[src/rtl/core/poly_voice_allocator_top_macros.svh]
// assertion helpers shared by the allocator modules
`ifndef POLY_VOICE_ALLOCATOR_TOP_MACROS_SVH
`define POLY_VOICE_ALLOCATOR_TOP_MACROS_SVH

// same-cycle implication, checked on clk outside reset
`define PVA_ASSERT_NOW(label, ante, cons, msg) \
    label: assert property (@(posedge clk) disable iff (!rst_n) (ante) |-> (cons)) \
        else $error(msg);

// next-cycle implication, checked on clk outside reset
`define PVA_ASSERT_NEXT(label, ante, cons, msg) \
    label: assert property (@(posedge clk) disable iff (!rst_n) (ante) |=> (cons)) \
        else $error(msg);

`endif

[src/rtl/core/pva_pkg.sv]
`default_nettype none

package pva_pkg;

    localparam logic [1:0] OP_NOTE_ON    = 2'd0;
    localparam logic [1:0] OP_NOTE_OFF   = 2'd1;
    localparam logic [1:0] OP_ENV_STATUS = 2'd2;

    localparam logic [6:0]  NOTE_RESET = 7'd57;
    localparam logic [31:0] AGE_MAX    = 32'hFFFF_FFFF;
    localparam logic [3:0]  COUNT_MAX  = 4'd15;

    typedef struct packed {
        logic [1:0] op;
        logic [6:0] note;
        logic [6:0] velocity;
        logic [2:0] voice_sel;
        logic       env_idle;
    } pva_in_t;

    typedef struct packed {
        logic [2:0] voice_index;
        logic       hit;
        logic       stolen;
        logic [3:0] active_voices;
    } pva_out_t;

    // controller to datapath
    typedef struct packed {
        logic load;
        logic step;
        logic commit;
    } pva_cmd_t;

    // datapath to controller
    typedef struct packed {
        logic scan_last;
        logic out_free;
    } pva_stat_t;

endpackage

`default_nettype wire

[src/rtl/core/poly_voice_allocator_top.sv]
// channel  dir  handshake            payload
// in       in   in_valid / in_stall  in_item   (pva_in_t)
// out      out  out_valid / out_stall out_item (pva_out_t)
// cfg      in   cfg_valid / cfg_ready cfg_data (poly_enabled)
//
// every item is latched, then scanned one voice at a time through the shared
// compare unit, and then committed
// a full output register holds the commit until out_stall drops
// a new item is accepted while the previous result still waits at the output
// reset is asynchronous, active low, and clears all voice state at once
`default_nettype none

module poly_voice_allocator_top
    import pva_pkg::*;
#(
    parameter int NUM_VOICES = 8
)
(
    input  wire logic    clk,
    input  wire logic    rst_n,
    input  wire logic    in_valid,
    output logic         in_stall,
    input  wire pva_in_t in_item,
    output logic         out_valid,
    input  wire logic    out_stall,
    output pva_out_t     out_item,
    input  wire logic    cfg_valid,
    output logic         cfg_ready,
    input  wire logic    cfg_data
);

    pva_cmd_t  cmd;
    pva_stat_t stat;

    assign cfg_ready = 1'b1;

    pva_ctrl u_ctrl (
        .clk      (clk),
        .rst_n    (rst_n),
        .in_valid (in_valid),
        .in_stall (in_stall),
        .stat     (stat),
        .cmd      (cmd)
    );

    pva_dp #(
        .NUM_VOICES (NUM_VOICES)
    ) u_dp (
        .clk       (clk),
        .rst_n     (rst_n),
        .cmd       (cmd),
        .stat      (stat),
        .in_item   (in_item),
        .cfg_we    (cfg_valid && cfg_ready),
        .cfg_data  (cfg_data),
        .out_valid (out_valid),
        .out_stall (out_stall),
        .out_item  (out_item)
    );

endmodule

`default_nettype wire

[src/rtl/core/pva_ctrl.sv]
`default_nettype none

`include "poly_voice_allocator_top_macros.svh"

module pva_ctrl
    import pva_pkg::*;
(
    input  wire logic      clk,
    input  wire logic      rst_n,
    input  wire logic      in_valid,
    output logic           in_stall,
    input  wire pva_stat_t stat,
    output pva_cmd_t       cmd
);

    typedef enum logic [1:0] {
        S_IDLE,
        S_SCAN,
        S_COMMIT
    } state_t;

    state_t state_reg;
    state_t state_next;

    assign in_stall = (state_reg != S_IDLE);

    always_comb
    begin
        state_next = state_reg;
        cmd        = '0;
        unique case (state_reg)
            S_IDLE:
            begin
                if (in_valid)
                begin
                    cmd.load   = 1'b1;
                    state_next = S_SCAN;
                end
            end
            S_SCAN:
            begin
                cmd.step = 1'b1;
                if (stat.scan_last)
                begin
                    state_next = S_COMMIT;
                end
            end
            S_COMMIT:
            begin
                // wait for room in the output register
                if (stat.out_free)
                begin
                    cmd.commit = 1'b1;
                    state_next = S_IDLE;
                end
            end
            default:
            begin
                state_next = S_IDLE;
            end
        endcase
    end

    always_ff @(posedge clk or negedge rst_n)
    begin
        if (!rst_n)
        begin
            state_reg <= S_IDLE;
        end
        else
        begin
            state_reg <= state_next;
        end
    end

    `PVA_ASSERT_NOW(a_commit_has_room, cmd.commit, stat.out_free, "commit without output room")
    `PVA_ASSERT_NEXT(a_load_starts_scan, cmd.load, state_reg == S_SCAN, "load did not start scan")

endmodule

`default_nettype wire

[src/rtl/core/pva_dp.sv]
`default_nettype none

`include "poly_voice_allocator_top_macros.svh"

module pva_dp
    import pva_pkg::*;
#(
    parameter int NUM_VOICES = 8
)
(
    input  wire logic     clk,
    input  wire logic     rst_n,
    input  wire pva_cmd_t cmd,
    output pva_stat_t     stat,
    input  wire pva_in_t  in_item,
    input  wire logic     cfg_we,
    input  wire logic     cfg_data,
    output logic          out_valid,
    input  wire logic     out_stall,
    output pva_out_t      out_item
);

    localparam int IW = (NUM_VOICES > 1) ? $clog2(NUM_VOICES) : 1;
    localparam int PW = $clog2(NUM_VOICES + 1);
    localparam logic [IW-1:0] LAST = IW'(NUM_VOICES - 1);

    // per-voice state
    logic [NUM_VOICES-1:0] active_reg;
    logic [NUM_VOICES-1:0] env_reg;
    logic [6:0]            note_reg [NUM_VOICES];
    logic [31:0]           age_reg  [NUM_VOICES];

    logic          poly_reg;
    logic [31:0]   age_ctr_reg;
    logic [3:0]    count_reg;
    logic [PW-1:0] pop_reg;
    pva_in_t       item_reg;

    // scan state
    logic [IW-1:0] scan_reg;
    logic          fnd_idle_reg;
    logic          fnd_free_reg;
    logic          fnd_match_reg;
    logic [IW-1:0] idle_idx_reg;
    logic [IW-1:0] free_idx_reg;
    logic [IW-1:0] match_idx_reg;
    logic [IW-1:0] old_idx_reg;
    logic [31:0]   best_reg;

    logic     out_valid_reg;
    pva_out_t out_item_reg;

    // commit decode
    logic          is_poly;
    logic [IW-1:0] tgt;
    logic          set_act;
    logic          clr_act;
    logic          wr_age;
    logic          wr_env;
    logic          recount;
    logic [PW-1:0] pop_next;
    logic [3:0]    cnt_next;
    pva_out_t      res;

    logic cur_act;
    logic cur_env;

    assign cur_act        = active_reg[scan_reg];
    assign cur_env        = env_reg[scan_reg];
    assign stat.scan_last = (scan_reg == LAST);
    assign stat.out_free  = !out_valid_reg || !out_stall;
    assign out_valid      = out_valid_reg;
    assign out_item       = out_item_reg;
    assign is_poly        = poly_reg;

    always_comb
    begin
        tgt      = '0;
        set_act  = 1'b0;
        clr_act  = 1'b0;
        wr_age   = 1'b0;
        wr_env   = 1'b0;
        recount  = 1'b0;
        pop_next = pop_reg;
        cnt_next = count_reg;
        res      = '0;
        unique case (item_reg.op)
            OP_NOTE_ON:
            begin
                set_act = 1'b1;
                res.hit = 1'b1;
                if (!is_poly)
                begin
                    if (!active_reg[0])
                    begin
                        pop_next = pop_reg + PW'(1);
                    end
                    cnt_next = 4'd1;
                end
                else
                begin
                    // idle-envelope free voice, then any free voice, then oldest
                    priority if (fnd_idle_reg)
                    begin
                        tgt = idle_idx_reg;
                    end
                    else if (fnd_free_reg)
                    begin
                        tgt = free_idx_reg;
                    end
                    else
                    begin
                        tgt = old_idx_reg;
                    end
                    if (fnd_free_reg)
                    begin
                        pop_next = pop_reg + PW'(1);
                    end
                    wr_age     = 1'b1;
                    recount    = 1'b1;
                    res.stolen = !fnd_free_reg;
                end
            end
            OP_NOTE_OFF:
            begin
                if (!is_poly)
                begin
                    if (active_reg[0] && note_reg[0] == item_reg.note)
                    begin
                        clr_act  = 1'b1;
                        res.hit  = 1'b1;
                        pop_next = pop_reg - PW'(1);
                    end
                end
                else
                begin
                    if (fnd_match_reg)
                    begin
                        tgt      = match_idx_reg;
                        clr_act  = 1'b1;
                        res.hit  = 1'b1;
                        pop_next = pop_reg - PW'(1);
                    end
                    recount = 1'b1;
                end
            end
            OP_ENV_STATUS:
            begin
                wr_env = (32'(item_reg.voice_sel) < NUM_VOICES);
            end
            default:
            begin
            end
        endcase
        if (recount)
        begin
            cnt_next = (32'(pop_next) > 32'(COUNT_MAX)) ? COUNT_MAX : 4'(pop_next);
        end
        res.voice_index   = 3'(tgt);
        res.active_voices = cnt_next;
    end

    // control and per-voice state
    always_ff @(posedge clk or negedge rst_n)
    begin
        if (!rst_n)
        begin
            poly_reg      <= 1'b0;
            active_reg    <= '0;
            env_reg       <= '1;
            age_ctr_reg   <= 32'd1;
            count_reg     <= '0;
            pop_reg       <= '0;
            out_valid_reg <= 1'b0;
            for (int i = 0; i < NUM_VOICES; i++)
            begin
                note_reg[i] <= NOTE_RESET;
                age_reg[i]  <= '0;
            end
        end
        else
        begin
            if (cfg_we)
            begin
                poly_reg <= cfg_data;
            end
            if (cmd.commit)
            begin
                out_valid_reg <= 1'b1;
            end
            else if (!out_stall)
            begin
                out_valid_reg <= 1'b0;
            end
            if (cmd.commit)
            begin
                count_reg <= cnt_next;
                pop_reg   <= pop_next;
                if (wr_age)
                begin
                    age_ctr_reg <= age_ctr_reg + 32'd1;
                end
                for (int i = 0; i < NUM_VOICES; i++)
                begin
                    if (tgt == IW'(i))
                    begin
                        if (set_act)
                        begin
                            active_reg[i] <= 1'b1;
                            note_reg[i]   <= item_reg.note;
                        end
                        if (clr_act)
                        begin
                            active_reg[i] <= 1'b0;
                        end
                        if (wr_age)
                        begin
                            age_reg[i] <= age_ctr_reg;
                        end
                    end
                    if (wr_env && 32'(item_reg.voice_sel) == i)
                    begin
                        env_reg[i] <= item_reg.env_idle;
                    end
                end
            end
        end
    end

    // item latch, scan and result payload
    always_ff @(posedge clk)
    begin
        if (cmd.load)
        begin
            item_reg      <= in_item;
            scan_reg      <= '0;
            fnd_idle_reg  <= 1'b0;
            fnd_free_reg  <= 1'b0;
            fnd_match_reg <= 1'b0;
            idle_idx_reg  <= '0;
            free_idx_reg  <= '0;
            match_idx_reg <= '0;
            old_idx_reg   <= '0;
            best_reg      <= AGE_MAX;
        end
        else if (cmd.step)
        begin
            if (!stat.scan_last)
            begin
                scan_reg <= scan_reg + IW'(1);
            end
            if (!fnd_idle_reg && !cur_act && cur_env)
            begin
                fnd_idle_reg <= 1'b1;
                idle_idx_reg <= scan_reg;
            end
            if (!fnd_free_reg && !cur_act)
            begin
                fnd_free_reg <= 1'b1;
                free_idx_reg <= scan_reg;
            end
            if (!fnd_match_reg && cur_act && note_reg[scan_reg] == item_reg.note)
            begin
                fnd_match_reg <= 1'b1;
                match_idx_reg <= scan_reg;
            end
            // strict compare keeps the lowest index on equal ages
            if (age_reg[scan_reg] < best_reg)
            begin
                best_reg    <= age_reg[scan_reg];
                old_idx_reg <= scan_reg;
            end
        end
        if (cmd.commit)
        begin
            out_item_reg <= res;
        end
    end

    `PVA_ASSERT_NOW(a_pop_range, 1'b1, 32'(pop_reg) <= NUM_VOICES, "active population out of range")
    `PVA_ASSERT_NEXT(a_commit_shows_item, cmd.commit, out_valid_reg, "committed item not shown")

endmodule

`default_nettype wire

[config.mk]
export PLATFORM = sky130hd
export DESIGN_NAME = poly_voice_allocator_top
export DESIGN_NICKNAME = d
export VERILOG_FILES = /design/src/rtl/core/pva_pkg.sv /design/src/rtl/core/poly_voice_allocator_top.sv /design/src/rtl/core/pva_ctrl.sv /design/src/rtl/core/pva_dp.sv
export VERILOG_INCLUDE_DIRS = /design/src /design/src/rtl/core
export SDC_FILE = /design/constraint.sdc
export NUM_CORES = 1
export LEC_CHECK = 0
export BUFFER_PORTS_ARGS = -buffer_cell sky130_fd_sc_hd__buf_2
export CORE_MARGIN = 2
export CORE_UTILIZATION = 68
export DETAILED_ROUTE_END_ITERATION = 12
export GPL_ROUTABILITY_DRIVEN = 0
export PLACE_DENSITY = 0.88
export REMOVE_ABC_BUFFERS = 1
export SYNTH_ARGS = -nofsm -noshare
export SYNTH_HDL_FRONTEND = slang
export SYNTH_SLANG_ARGS = --single-unit
[constraint.sdc]
create_clock -name clk -period 10.35 [get_ports clk]
set_input_delay 0.5175 -clock clk [delete_from_list [all_inputs] [get_ports clk]]
set_output_delay 0.5175 -clock clk [all_outputs]
set_load 0.01 [all_outputs]
### After elaboration in Yosys (flattened, before gate mapping)

Index checks and enable logic that the tools add are counted.

| operators by class | value |
|---|---|
| $lt $le $gt $ge | 3 |
| bitwise gates (word level) | 2 |
| multiplexer cells | 49 |
| add/subtract/negate cells | 4 |
| reductions and logical operators | 68 |
| equality and inequality tests | 25 |

Operators with widths:

| cell | number |
|---|---|
| $bmux W32 S3 | 1 |
| $reduce_and A3 Y1 | 25 |
| $mux W32 | 2 |
| $mux W4 | 9 |
| $add A32 B1 Y32 const B | 1 |
| $lt A32 B32 Y1 | 1 |
| $reduce_and A2 Y1 | 15 |
| $eq A3 B3 Y1 const B | 9 |
| $bmux W7 S3 | 1 |
| $mux W1 | 20 |
| $mux W3 | 5 |
| $eq A7 B7 Y1 | 2 |
| $logic_and A1 B1 Y1 | 14 |
| $mux W7 | 2 |
| $eq A3 B2 Y1 const B | 4 |
| $pmux W4 S2 | 1 |
| $bmux W1 S3 | 2 |
| $eq A3 B1 Y1 const B | 2 |
| $logic_not A1 Y1 | 6 |
| $logic_not A3 Y1 | 2 |
| $mux W2 | 3 |
| $ne A2 B2 Y1 const B | 3 |
| $pmux W2 S3 | 1 |
| $pmux W3 S2 | 1 |
| other kinds (15) | 19 |

| word-level totals | value |
|---|---|
| bits in registers | 444 |
| logic and storage cells | 206 |
| bits of input ports | 26 |

### Longest topological paths before layout

| logic depth | value |
|---|---|
| word-level depth | 7 |
| gate-level depth with buffers | 16 |
| gate-level depth less buffers | 10 |

### By module

Synthesis repeated with hierarchy kept, for this count alone.

| unflattened totals | value |
|---|---|
| cells, all modules | 1536 |
| area, all modules | 20861.3 um2 |

By module, submodules not included:

| module | instances | cells an instance | area each (um2) |
|---|---|---|---|
| pva_dp | 1 | 1521 | 20726.1 |
| pva_ctrl | 1 | 13 | 123.9 |
| poly_voice_allocator_top | 1 | 2 | 11.3 |

### Least setup slack after synthesis

OpenSTA, ideal clock, no wires.

| timing path | value |
|---|---|
| path type | flip-flop to flip-flop |
| start | register u_dp.scan_reg[0] |
| end | register u_dp.best_reg[10] |
| arrival time | 3658 ps |
| path slack | 6604 ps |
| data required time | 10262 ps |
| clock period less this slack | 3746 ps |
| cell stages (with the launch flop) | 17 |
| path through | dfxtp_1 > buf_6 > buf_12 > buf_2 > buf_2 > mux4_2 > nand2_1 > nand2_1 > ha_1 > nand4_1 > nor2_1 > o21ai_0 > o2111ai_1 > clkbuf_1 > clkbuf_1 > nor3_1 > nor4_2 |

| between the ends | value |
|---|---|
| cells in the longest elaborated chain, start to end | 6 |

RTL lines:

| item | RTL line | source |
|---|---|---|
| from (decl) | pva_dp.sv:40 | `logic [IW-1:0] scan_reg;` |
| from (signal assigned) | pva_dp.sv:250 | `scan_reg <= scan_reg + IW'(1);` |
| $not A3 Y4 (implied by the code) (*) | pva_dp.sv:268, pva_dp.sv:270 |  |
| $bmux W32 S3 (*) | pva_dp.sv:268, pva_dp.sv:270 |  |
| $mux W32 (implied by the code) (*) (2 in series) | pva_dp.sv:268, pva_dp.sv:270 |  |
| $lt A32 B32 Y1 | pva_dp.sv:268 | `if (age_reg[scan_reg] < best_reg)` |
| $reduce_and A2 Y1 (no line) | -- |  |
| to (signal assigned) | pva_dp.sv:270 | `best_reg <= age_reg[scan_reg];` |
| to (decl) | pva_dp.sv:48 | `logic [31:0] best_reg;` |

Every way passes the cells marked *; elsewhere a longest branch is shown, timed or not. The select of a mux whose other input is x is not followed.
A chain may end at the register's enable or synchronous reset.

### Final worst setup path

| timing path | value |
|---|---|
| start | register u_dp.scan_reg[0] |
| end | register u_dp.best_reg[29] |

The elaborated chain is that of the path after synthesis.

==> impl_metrics.toml <==
[sta]
finClkSkew_ps = 22.1
fin_crit_sh = 0.510
max_freq_mhz = 190
rsz0062_at_grt = "false"
hold_viol = 0
slew_headroom = 0.238
slew_violations = 0
final.min_clock_period_ps = 5280
tightest_slew_ps = 1140
finalSetupTns_ps = 0
layout_setup_ws_ps = 5070
setup_viol = 0

[layout]
diodes = 0
layout-drive-gt1-share = 0.381
post-route-util = 0.745
largest_register_ff_count = 256
final_common_cell = "dfrtp_1"
syn2layout_area_growth_pct = 7.90
nets = 1721
layout_common_cells = "dfrtp_1 (331), mux2_2 (329), nand2_1 (163)"

[synthesis]
synth_top_area_cell = "dfrtp_1"
ys_types = 68
yosys_warnings = 0
netlist_area_um2 = 21900
netlist_instances = 1706
netlist.area_leader.share = 0.379
ys_seq_elements = 444
ys_seq_area_frac = 0.504
synth_top_flop_cell = "dfrtp_1"
synth_top_cells_by_area = "dfrtp_1 (38%), mux2_2 (17%), mux4_2 (7.4%), dfstp_2 (4.9%), dfxtp_1 (4.6%)"
avgSynthCellArea_um2 = 12.8
synth_edf_count = 22
synthArstFlopShare = 0.838

[route]
via_per_inst = 6.67
finalWirelength_mm = 48.0
dr.pass1.iters = 5
num_vias = 14000
ant_nets = 0
drt_iter0_drc = 1223
wl_per_cell_um = 22.9
drc = 0

[critical_path]
cp.required_ps = 10800
crit_fanout = 44
timing.rr.end = "u_dp.best_reg[29]$_SDFFE_PP1P_"
critPathArrivalTime_ps = 5730
start_kind = "register"
end_kind = "register"
ff2ff_path_depth = 12
critPathLaunch = "u_dp.scan_reg[0]$_SDFFE_PP0P_"
reg2reg_setup_slack_ps = 5070
worstSetupPathType = "reg -> reg"
reg2reg_from = "u_dp.scan_reg[0]$_SDFFE_PP0P_"
crit_end = "u_dp.best_reg[29]$_SDFFE_PP1P_"

[grt]
antenna_found_initial = 0
grt_overflow = 0
grt_max_degree = 179
grt_pass1_vias = 14500
grt_use_total = 0.297
grt_pass1_wl_mm = 78.4

[floorplan]
ios = 38
design.core.area_um2 = 31600
rows = 65
die_y_um = 183
initial_utilization = 0.691
die_w_um = 183
dieArea_um2 = 33600

[clock_tree]
cts_tree = "yes"
post_cts.repair.setup_buffers = 0
clk_pin_slew_ps = 60
cts_resized = 0
root_buffer = "clkbuf_16"
clock_path_buffers = 3
ctsHoldBuffers = 0
htree_levels = 2
cts_sinks = 444
cts_buffers = 45
insertion_delay_ps = 550

[power]
leakage_nw = 10.9
ir_drop_v = 0.000148
p_per_area_nw_per_um2 = 207

[placed_design]
portBuffers = 29
dp_hpwl_mm = 27.6
place_ws_ps = 5110

[min_path]
min_path_type = "in -> async"

[flow_run]
max-cap-violations = 0

[status]
run_status = "finished clean"
-- metal layers --
metal	wire length, um	track usage	vias up
li1	-	-	6136
met3	2790	0.0425	100
met5	0	0	-
met1	19900	0.405	7243
met4	1190	0.0938	0
met2	24100	0.498	514
-- power by group --
| part | internal (mW) | switching, mW |
|---|---|---|
| sequential | 1.85 | 0.171 |
| combinational | 0.470 | 0.715 |
| clock | 1.02 | 0.668 |
-- through the flow --
stage / power (mW) / hold WS [ps] / std cells / cell area [um2]
after floorplan: 2.90 / 222 / 1561 / 21100
after global placement: 3.14 / 460 / 2014 / 22000
after detailed placement: 3.20 / 467 / 2014 / 22000
after CTS: 4.89 / 66.8 / 2098 / 23600
after global routing: 5.10 / 95.7 / 2098 / 23600
final: 4.89 / 23.5 / 2098 / 23600
-- critical path, cell delays in order (launching register included) --
cell and delay, ps:
dfxtp_4 930, buf_4 810, mux4_2 590, nand2_1 80, nand2_1 110, ha_1 320
a21o_1 120, a21oi_1 70, o21a_1 240, o2111ai_4 860, buf_4 580, nor3_1 140
nor4_2 280
-- cell type report --
type                    instances  area, um2
fillers                      1891       8060
flip-flops and latches        444      11000
inverters                      48        183
clock inverters                20        229
multi-input cells            1069       9970
clock buffers                  64       1330
well taps                     402        503
repair buffers                 51        333
-- kinds of logic after synthesis --
logic type / synth area share
xor gates and xnor gates: 0.0200
buffers and inverters: 0.0412
and+or+nand+nor: 0.122
muxes: 0.259
other: 0.000172
adders and majority gates: 0.0206
DFF: 0.504
AOI/OAI and AO/OA: 0.0320
-- Yosys cell counts, types with 17 or more instances --
library cell,instances
nor4_1,39
nor2_1,38
mux2i_1,22
nand2_1,170
ha_1,36
dfxtp_1,50
buf_2,29
dfstp_2,41
mux4_2,72
nor4_2,60
edfxtp_1,22
o21ai_0,17
nand3_1,22
clkbuf_1,82
inv_1,47
nor3_1,68
a21oi_1,19
mux2_2,329
dfrtp_1,331
nand4_1,18
xnor2_1,39
-- worst min-delay path by stage --
stage,start,end,slack [ps],cells after the start
CTS,rst_n,u_dp.age_reg[101]$_DFFE_PN0P_,70,1
global route,rst_n,u_dp.age_reg[102]$_DFFE_PN0P_,100,1
finish,rst_n,u_dp.age_reg[101]$_DFFE_PN0P_,20,1
global placement,u_dp.match_idx_reg[1]$_SDFFE_PP0P_,u_dp.match_idx_reg[1]$_SDFFE_PP0P_,460,2
floorplan,rst_n,u_ctrl.state_reg[0]$_DFFE_PN0P_,220,0
detailed placement,u_dp.match_idx_reg[1]$_SDFFE_PP0P_,u_dp.match_idx_reg[1]$_SDFFE_PP0P_,470,2
Power figures use the tool's default switching activity.
